### src/rtl/cfb_pkg.sv
// Shared types, constants and functions of the command frame builder.
package cfb_pkg;

    localparam int unsigned NUM_PARAMS   = 6;
    localparam int unsigned IDX_W        = 4;   // byte index in a frame, up to 13
    localparam int unsigned LEN_W        = 3;   // data length, 1..7

    localparam logic [7:0] SYNC_BYTE     = 8'h55;
    localparam logic [7:0] PKT_TYPE_CMN  = 8'h05;
    localparam logic [7:0] CRC_POLY      = 8'h07;

    // Fixed byte positions in a frame.
    localparam logic [IDX_W-1:0] IDX_SYNC    = 4'd0;
    localparam logic [IDX_W-1:0] IDX_LEN_HI  = 4'd1;
    localparam logic [IDX_W-1:0] IDX_LEN_LO  = 4'd2;
    localparam logic [IDX_W-1:0] IDX_OPT_LEN = 4'd3;
    localparam logic [IDX_W-1:0] IDX_TYPE    = 4'd4;
    localparam logic [IDX_W-1:0] IDX_HDR_CRC = 4'd5;
    localparam logic [IDX_W-1:0] IDX_CMD     = 4'd6;

    typedef struct packed {
        logic load;      // latch a new input word
        logic advance;   // current frame byte taken, move on
    } t_dp_cmd;

    typedef struct packed {
        logic last;      // current byte ends the frame
    } t_dp_status;

    // Data length per command code; 0 means no entry.
    function automatic logic [LEN_W-1:0] cmd_len(input logic [7:0] code);
        logic [LEN_W-1:0] len;
        case (code) inside
            8'd1:          len = 3'd5;
            [8'd2:8'd7]:   len = 3'd1;
            8'd9:          len = 3'd3;
            8'd10:         len = 3'd1;
            8'd11:         len = 3'd7;
            8'd12:         len = 3'd6;
            8'd13:         len = 3'd1;
            8'd14:         len = 3'd3;
            8'd15:         len = 3'd1;
            8'd28:         len = 3'd2;
            default:       len = 3'd0;
        endcase
        return len;
    endfunction

    // One byte through CRC-8, MSB first.
    function automatic logic [7:0] crc8_byte(input logic [7:0] crc, input logic [7:0] data);
        logic [7:0] c;
        c = crc ^ data;
        for (int b = 0; b < 8; b++) begin
            c = c[7] ? ((c << 1) ^ CRC_POLY) : (c << 1);
        end
        return c;
    endfunction

endpackage

### src/rtl/cfb_dp.sv
// Datapath: input word holding, frame byte selection and running CRC-8.
module cfb_dp
    import cfb_pkg::*;
(
    input  logic                   i_clk,
    input  logic [8*(NUM_PARAMS+1)-1:0] i_word,
    input  t_dp_cmd                i_cmd,
    output t_dp_status             o_status,
    output logic [7:0]             o_byte,
    output logic                   o_unsup
);

    logic [7:0]       r_cmd;
    logic [7:0]       r_par [NUM_PARAMS];
    logic [LEN_W-1:0] r_len;
    logic [IDX_W-1:0] r_idx;
    logic [7:0]       r_crc;

    logic [IDX_W-1:0] w_end_idx;
    logic [7:0]       w_byte;
    logic             w_unsup;

    assign w_unsup   = (r_len == '0);
    assign w_end_idx = IDX_CMD + IDX_W'(r_len);

    always_comb begin
        if (w_unsup) begin
            w_byte = 8'h00;
        end else if (r_idx == w_end_idx) begin
            w_byte = r_crc;
        end else begin
            case (r_idx)
                IDX_SYNC:    w_byte = SYNC_BYTE;
                IDX_LEN_HI:  w_byte = 8'h00;
                IDX_LEN_LO:  w_byte = {5'd0, r_len};
                IDX_OPT_LEN: w_byte = 8'h00;
                IDX_TYPE:    w_byte = PKT_TYPE_CMN;
                IDX_HDR_CRC: w_byte = r_crc;
                IDX_CMD:     w_byte = r_cmd;
                4'd7:        w_byte = r_par[0];
                4'd8:        w_byte = r_par[1];
                4'd9:        w_byte = r_par[2];
                4'd10:       w_byte = r_par[3];
                4'd11:       w_byte = r_par[4];
                4'd12:       w_byte = r_par[5];
                default:     w_byte = 8'h00;
            endcase
        end
    end

    always_ff @(posedge i_clk) begin
        if (i_cmd.load) begin
            r_cmd <= i_word[7:0];
            for (int p = 0; p < NUM_PARAMS; p++) begin
                r_par[p] <= i_word[8*(p+1) +: 8];
            end
            r_len <= cmd_len(i_word[7:0]);
            r_idx <= '0;
            r_crc <= '0;
        end else if (i_cmd.advance) begin
            r_idx <= r_idx + 1'b1;
            // CRC restarts after sync and after the header CRC
            if (r_idx == IDX_SYNC || r_idx == IDX_HDR_CRC) begin
                r_crc <= '0;
            end else begin
                r_crc <= crc8_byte(r_crc, w_byte);
            end
        end
    end

    assign o_byte        = w_byte;
    assign o_unsup       = w_unsup;
    assign o_status.last = w_unsup || (r_idx == w_end_idx);

endmodule

### src/rtl/cfb_ctrl.sv
// Controller: accepts one input word, then steps the datapath through the frame.
module cfb_ctrl
    import cfb_pkg::*;
(
    input  logic       i_clk,
    input  logic       i_rst_n,
    input  logic       i_in_valid,
    output logic       o_in_ready,
    output logic       o_out_valid,
    input  logic       i_out_ready,
    input  t_dp_status i_status,
    output t_dp_cmd    o_cmd
);

    typedef enum logic {
        S_IDLE,
        S_SEND
    } t_state;

    t_state r_state;
    logic   r_in_ready;
    logic   r_out_valid;

    assign o_cmd.load    = r_in_ready && i_in_valid;
    assign o_cmd.advance = r_out_valid && i_out_ready;

    always_ff @(posedge i_clk) begin
        if (!i_rst_n) begin
            r_state     <= S_IDLE;
            r_in_ready  <= 1'b0;
            r_out_valid <= 1'b0;
        end else begin
            case (r_state)
                S_IDLE: begin
                    r_in_ready <= 1'b1;
                    if (r_in_ready && i_in_valid) begin
                        r_state     <= S_SEND;
                        r_in_ready  <= 1'b0;
                        r_out_valid <= 1'b1;
                    end
                end
                S_SEND: begin
                    if (r_out_valid && i_out_ready && i_status.last) begin
                        r_state     <= S_IDLE;
                        r_out_valid <= 1'b0;
                        r_in_ready  <= 1'b1;
                    end
                end
                default: begin
                    r_state     <= S_IDLE;
                    r_in_ready  <= 1'b0;
                    r_out_valid <= 1'b0;
                end
            endcase
        end
    end

    assign o_in_ready  = r_in_ready;
    assign o_out_valid = r_out_valid;

endmodule

### src/rtl/command_frame_builder_crc8.sv
// Top level of the command frame builder with CRC-8 checks.
//
// Takes one command word (a common-command code plus six parameter bytes)
// and streams out the serial command frame one byte per word: sync 0x55,
// data length high/low, optional length 0, packet type 5, header CRC-8,
// the command byte, length-1 parameter bytes and a data CRC-8 over command
// and parameters (poly 0x07, init 0, MSB first). Unused parameter bytes are
// ignored. A code without a length entry yields a single word with data 0,
// tlast 1 and tuser 1. A frame of data length L takes 7+L output words
// (8 to 14). The rate is set by the byte-wide output: one frame byte and
// one CRC-8 byte update per cycle while the sink is ready. Input and
// output never overlap; a new word is taken only after the last byte of
// the current frame has been accepted.
module command_frame_builder_crc8
    import cfb_pkg::*;
(
    input  logic        i_clk,
    input  logic        i_rst_n,
    input  logic        s_axis_tvalid,
    output logic        s_axis_tready,
    input  logic [55:0] s_axis_tdata,   // cmd, param_0 .. param_5
    output logic        m_axis_tvalid,
    input  logic        m_axis_tready,
    output logic [7:0]  m_axis_tdata,   // frame_byte
    output logic        m_axis_tlast,   // last
    output logic        m_axis_tuser    // unsupported
);

    t_dp_cmd    w_cmd;
    t_dp_status w_status;

    cfb_ctrl u_ctrl (
        .i_clk       (i_clk),
        .i_rst_n     (i_rst_n),
        .i_in_valid  (s_axis_tvalid),
        .o_in_ready  (s_axis_tready),
        .o_out_valid (m_axis_tvalid),
        .i_out_ready (m_axis_tready),
        .i_status    (w_status),
        .o_cmd       (w_cmd)
    );

    // payload and CRC; output fields are combinational from its registers
    cfb_dp u_dp (
        .i_clk    (i_clk),
        .i_word   (s_axis_tdata),
        .i_cmd    (w_cmd),
        .o_status (w_status),
        .o_byte   (m_axis_tdata),
        .o_unsup  (m_axis_tuser)
    );

    assign m_axis_tlast = w_status.last;

endmodule
### config.mk
export PLATFORM = sky130hd
export DESIGN_NAME = command_frame_builder_crc8
export DESIGN_NICKNAME = d
export VERILOG_FILES = /design/src/rtl/cfb_pkg.sv /design/src/rtl/cfb_dp.sv /design/src/rtl/cfb_ctrl.sv /design/src/rtl/command_frame_builder_crc8.sv
export SDC_FILE = /design/constraint.sdc
export NUM_CORES = 1
export LEC_CHECK = 0
export ABC_AREA = 1
export ABC_CLOCK_PERIOD_IN_PS = 4400
export BUFFER_PORTS_ARGS = -buffer_cell sky130_fd_sc_hd__buf_2
export CAP_MARGIN = 20
export CELL_PAD_IN_SITES_DETAIL_PLACEMENT = 1
export CELL_PAD_IN_SITES_GLOBAL_PLACEMENT = 2
export CORE_ASPECT_RATIO = 2
export CORE_MARGIN = 3
export CORE_UTILIZATION = 36
export DETAILED_ROUTE_END_ITERATION = 10
export PLACE_DENSITY_LB_ADDON = 0.05
export REMOVE_ABC_BUFFERS = 1
export SETUP_SLACK_MARGIN = 0.15
export SKIP_CTS_REPAIR_TIMING = 1
export SYNTH_ARGS = -nofsm -noshare
export SYNTH_HDL_FRONTEND = slang
export SYNTH_SLANG_ARGS = --single-unit
### constraint.sdc
create_clock -name i_clk -period 4.4 [get_ports i_clk]
set_input_delay 0.44 -clock i_clk [delete_from_list [all_inputs] [get_ports i_clk]]
set_output_delay 0.44 -clock i_clk [all_outputs]
set_load 0.01 [all_outputs]
==> impl_metrics.ini, run 1 <==
[synthesis]
netlist_area_um2 = 3900
synthTopCellsByCount = 125 x nand2_1, 64 x nand3_1, 59 x edfxtp_1
synth_top_family_by_area = simple AND/OR/NAND/NOR gates
ys.flop_type = edfxtp_1
synth_seq_cells = 74
yosysUniqueCellTypes = 38
synth_warnings = 0
synth_compound_area_frac = 0.0545
synth.largest_area_cell = edfxtp_1
synth_adder_area_share = 0.0160
postSynth.asyncResetShare = 0
synth_top_area_frac = 0.454
syn_area_per_cell_um2 = 8.50
synth-xor-area-share = 0.0131
synth_most_common_cell = nand2_1
ys_seq_area_frac = 0.531
synth_mux_area_frac = 0
synth_edf_count = 59
synth-simple-area-share = 0.305
syn_inst = 459
synth.area.top_cells = edfxtp_1 45%, nand2_1 12%, nand3_1 8.2%

[global_routing]
grt_max_degree = 36
grt.met3_usage = 0.0254
busiest_layer = met2
grt_pass1_vias = 3609
grtUsageMet1 = 0.212
grt.total_usage = 0.200
grt_pass1_wl_mm = 18.4
grt.met2_usage = 0.377
grt_overflow = 0
antenna_found_initial = 0

[floorplanning]
die_h_um = 153
die-width_um = 79.6
die_area_um2 = 12200
rows = 53
start_util = 0.370
core-area_um2 = 10500
pin_count = 72

[cts]
clockRootBuffer = clkbuf_16
insertion_delay_ps = 340
cts.sinks = 74
htreeDepth = 3
clkSlewWorstSetupHoldPaths_ps = 70
cts_buffers = 9
max-clock-path-buffers = 2
cts_tree = built

[sta]
finalSetupViolCount = 0
tns_ps = 0
fin_skew_ps = 11.2
final.min_clock_period_ps = 2970
slew_viol_final = 0
fmax_ghz = 0.337
tightest_slew_ps = 815
rsz0062_at_grt = false
slew_headroom = 0.456
fin_crit_sh = 0.675
hold_violations = 0

[routing]
drtIter0Drc = 113
firstDrtPassIters = 4
viasPerCell = 4.97
ant_nets = 0
drc = 0
num_vias = 3341
wl_mm = 11.6
wire_per_inst_um = 17.2

[critical_path]
cp-end-kind = output pin
path_max_fanout = 19
path_class = flop to output pin
critPathArrivalTime_ps = 2530
worstRegToRegCells = 17
start_kind = flop
critPathRequiredTime_ps = 3960

[status]
status = finished clean

[finish]
fillers = 1283
nets = 595
layout-area-overhead-vs-synth_pct = 19.9
n_antenna_cell = 0
final_layout_size_suffix_gt1_frac = 0.207

[power]
finalPower_w = 0.00217
vdd_drop_max_mv = 0.295
power.density_nw_per_um2 = 464
power.leakage_nw = 2.08

[hold_path]
hold_path.class = primary input to flop
hold_path_depth = 1

[job]
cap_violations = 0

[placed_design]
hpwl_mm = 9.15
gp_congestion = 0.854
port_buffers = 71
where the power goes:
part | switching, W | internal (W)
Combinational | 0.000344 | 0.000163
Clock | 0.000307 | 0.000505
Sequential | 0.0000418 | 0.000811
Total | 0.000693 | 0.00148
layer usage:
layer,vias up,wire (µm)
li1,1678,-
met1,1568,4310
met2,72,6490
met3,23,293
met4,0,475
met5,-,0
cell families after synthesis:
group           after synthesis
compound gates               38
xor+xnor                      5
flops                        74
buf+inv                      73
simple gates                264
fa+ha+maj                     5
cell usage in the layout (no fill, tap or decap), types with 2 or more instances in the layout:
cell type / count
inv_2: 5
nor2_2: 4
xnor2_1: 2
nand2_2: 8
ha_1: 5
a31oi_1: 2
bufinv_16: 2
clkbuf_16: 9
nor2_4: 2
nand2_1: 125
inv_6: 2
nor3_1: 6
o21ai_1: 3
nor2_1: 33
o21ai_0: 13
nand4_1: 17
dfxtp_1: 15
buf_2: 71
edfxtp_1: 59
nand3_1: 64
inv_1: 55
xor2_1: 2
a21oi_1: 13
area by class of cell:
cell class              count  area, µm²  area share
multi-input cells         312       1520       0.324
clock buffers              10        229      0.0489
well taps                 137        171      0.0366
inverters                  61        231      0.0495
repair buffers             72        363      0.0775
flip-flops and latches     74       2070       0.443
clock inverters             6       96.3      0.0206
state kept, by name (all words and copies together), names as in the netlist:
signal              count
u_dp.r_crc              8
u_dp.r_len              3
u_ctrl.o_in_ready       1
u_dp.r_cmd              8
u_ctrl.r_state          1
u_ctrl.o_out_valid      1
u_dp.r_idx              4
u_dp.r_par             48
final timing paths:
path	from	to	slack, ps
worst max register to register	u_dp.r_idx[2]	u_dp.r_crc[2]	1440
worst min-delay path	s_axis_tdata[21]	u_dp.r_par[1][5]	270
worst min register to register	u_ctrl.r_state	u_ctrl.o_out_valid	470
worst max-delay path	u_dp.r_idx[3]	m_axis_tdata[2]	1430
worst max-delay path: stages, from the launching register on:
cell and delay [ps]:
dfxtp_1 850, nor2_1 240, nand2_1 210, o21ai_0 180, nor3_1 200, nand4_1 170
nand2_1 160, inv_1 50, buf_2 130
through the flow:
step                      hold slack [ps]  setup slack (ps)  instance area (µm²)  std cells   util
after floorplan                       439              2200                 3820        447      -
after global placement                457              1520                 4350        656  0.413
after detailed placement              473              1470                 4350        656  0.413
after CTS                             265              1430                 4680        672  0.444
after global routing                  267              1130                 4680        672  0.444
final                                 273              1430                 4680        672  0.444
(Power assumes the default switching activity.)
==> run 2, diff against run 1 <==
ABC_CLOCK_PERIOD_IN_PS = 2410   (was 4400)
CORE_UTILIZATION = 30   (was 36)
clock period = 2.41 ns   (was 4.4 ns; I/O delays follow)
==> impl_metrics.ini, run 2 (synthesis gave the netlist of run 1 again) <==
[routing]
ant_nets = 0
wl_mm = 12.8
num_vias = 3601
drc = 0
firstDrtPassIters = 4
drtIter0Drc = 70
viasPerCell = 4.77
wire_per_inst_um = 17.0

[cts]
cts.sinks = 74
insertion_delay_ps = 330
clockRootBuffer = clkbuf_16
htreeDepth = 3
cts_buffers = 9
max-clock-path-buffers = 2
cts_tree = built
clkSlewWorstSetupHoldPaths_ps = 60

[critical_path]
cpPeakStageDelay_ps = 420
cp-end-kind = output pin
critPathArrivalTime_ps = 2230
cp.buffers_inverters = 7
start_kind = flop
cp_cell_sequence = inv_2 -> ha_4 -> xnor2_2 -> nor2_2 -> buf_6 -> nand2_8 -> buf_6 -> buf_6 -> o21ai_2 -> inv_2 -> nand2_4 -> inv_4 -> buf_6
critPathRequiredTime_ps = 2170
path_class = flop to output pin
path_max_fanout = 7
crit_family = buffers and inverters
crit_top_cell = buf_6
crit_slowest_cell = edfxtp_1

[finish]
top_regs = u_dp.r_par (48), u_dp.r_cmd (8), u_dp.r_crc (8)
top_register = u_dp.r_par
n_antenna_cell = 0
final_common_cell = nand2_1
layout-area-overhead-vs-synth_pct = 46.1
largest_reg_flops = 48
final_cell_mix = 97 x nand2_1, 70 x buf_2, 59 x edfxtp_1
stdcell_count = 755
nets = 665
final_layout_size_suffix_gt1_frac = 0.426
postLayoutCellArea_um2 = 5700

[placed_design]
dpl.cell_count = 728
port_buffers = 71
gp_congestion = 0.839
dpl_cell_area_um2 = 4840
dp_slack_ps = -319
hpwl_mm = 10.4

[global_routing]
grt.met3_usage = 0.0295
grt.total_usage = 0.181
antenna_found_initial = 0
grtUsageMet1 = 0.183
grt_max_degree = 48
grt_overflow = 0
grt.met2_usage = 0.359
busiest_layer = met2
grt_pass1_wl_mm = 19.9
grt_pass1_vias = 3867

[sta]
fin_skew_ps = 8.23
rsz0062_at_grt = true
fin_ws_ps = -65.8
finalSetupViolCount = 5
final.min_clock_period_ps = 2480
tightest_slew_ps = 577
fin_crit_sh = 1.03
fmax_ghz = 0.404
slew_headroom = 0.615
hold_violations = 0
whs_ps = 77.8
slew_viol_final = 0

[status]
status = complete, but fails checks
violations = setup timing

[floorplanning]
die-width_um = 86.7
rows = 58
pin_count = 72
die_area_um2 = 14500
start_util = 0.309
die_h_um = 167
core-area_um2 = 12600

[power]
power.density_nw_per_um2 = 779
power.leakage_nw = 2.50
vdd_drop_max_mv = 0.567
finalPower_w = 0.00444

[hold_path]
hold_path.class = primary input to flop

[job]
cap_violations = 0
==> run 2: cell count changes in the layout (fill, tap and decap cells not counted), moves of 4 or more <==
cell | before | now
buf_4 | 1 | 58
buf_6 | 0 | 11
ha_1 | 5 | 0
ha_4 | 0 | 4
inv_1 | 55 | 44
inv_2 | 5 | 13
nand2_1 | 125 | 97
nand2_2 | 8 | 24
nand2_4 | 0 | 11
nand3_1 | 64 | 42
nand3_2 | 1 | 17
nand3_4 | 0 | 6
==> run 2: routing by layer <==
metal | share of wire | routed length, µm
met1 | 0.35 | 4490
met2 | 0.59 | 7630
met3 | 0.028 | 360
met4 | 0.029 | 367
met5 | 0 | 0
==> run 2: worst register-to-register path, stage by stage (launching register included) <==
cell	delay [ps]
edfxtp_1	420
inv_2	100
ha_4	200
xnor2_2	130
nor2_2	170
buf_6	140
nand2_8	60
buf_6	130
buf_6	110
o21ai_2	130
inv_2	50
nand2_4	100
xor2_4	180
nand2_1	100
nand3_1	80
nand2_1	60
nand2_1	80
a21oi_2	60
==> run 2: area by class of cell <==
type / instances / area (µm²)
fillers: 1497 / 6920
flip-flops and latches: 74 / 2080
multi-input cells: 313 / 1940
repair buffers: 141 / 950
inverters: 61 / 239
clock buffers: 9 / 225
well taps: 150 / 188
clock inverters: 7 / 76.3
==> run 2: stage by stage <==
stage	setup TNS, ps	utilization
after floorplan	0	-
after global placement	-1230	0.383
after detailed placement	-1480	0.383
after CTS	-3160	0.407
after global routing	-1980	0.452
final	-223	0.452
==> run 2: where the power goes <==
group	internal [W]	switching (W)	leakage (nW)	total [W]
registers	0.00148	0.0000652	0.675	0.00155
clock network	0.000808	0.000545	0.142	0.00135
logic	0.000648	0.000894	1.68	0.00154
total	0.00294	0.00150	2.50	0.00444
==> run 2: path summary, 6_finish.rpt <==
check | from | endpoint | slack [ps] | depth (start not counted)
worst min register to register | u_ctrl.r_state | u_ctrl.o_out_valid | 490 | 1
worst max-delay path | u_dp.r_len[1] | m_axis_tdata[4] | -70 | 13
worst min-delay path | s_axis_tdata[10] | u_dp.r_par[0][2] | 80 | 1
worst max register to register | u_dp.r_len[1] | u_dp.r_crc[6] | -20 | 17
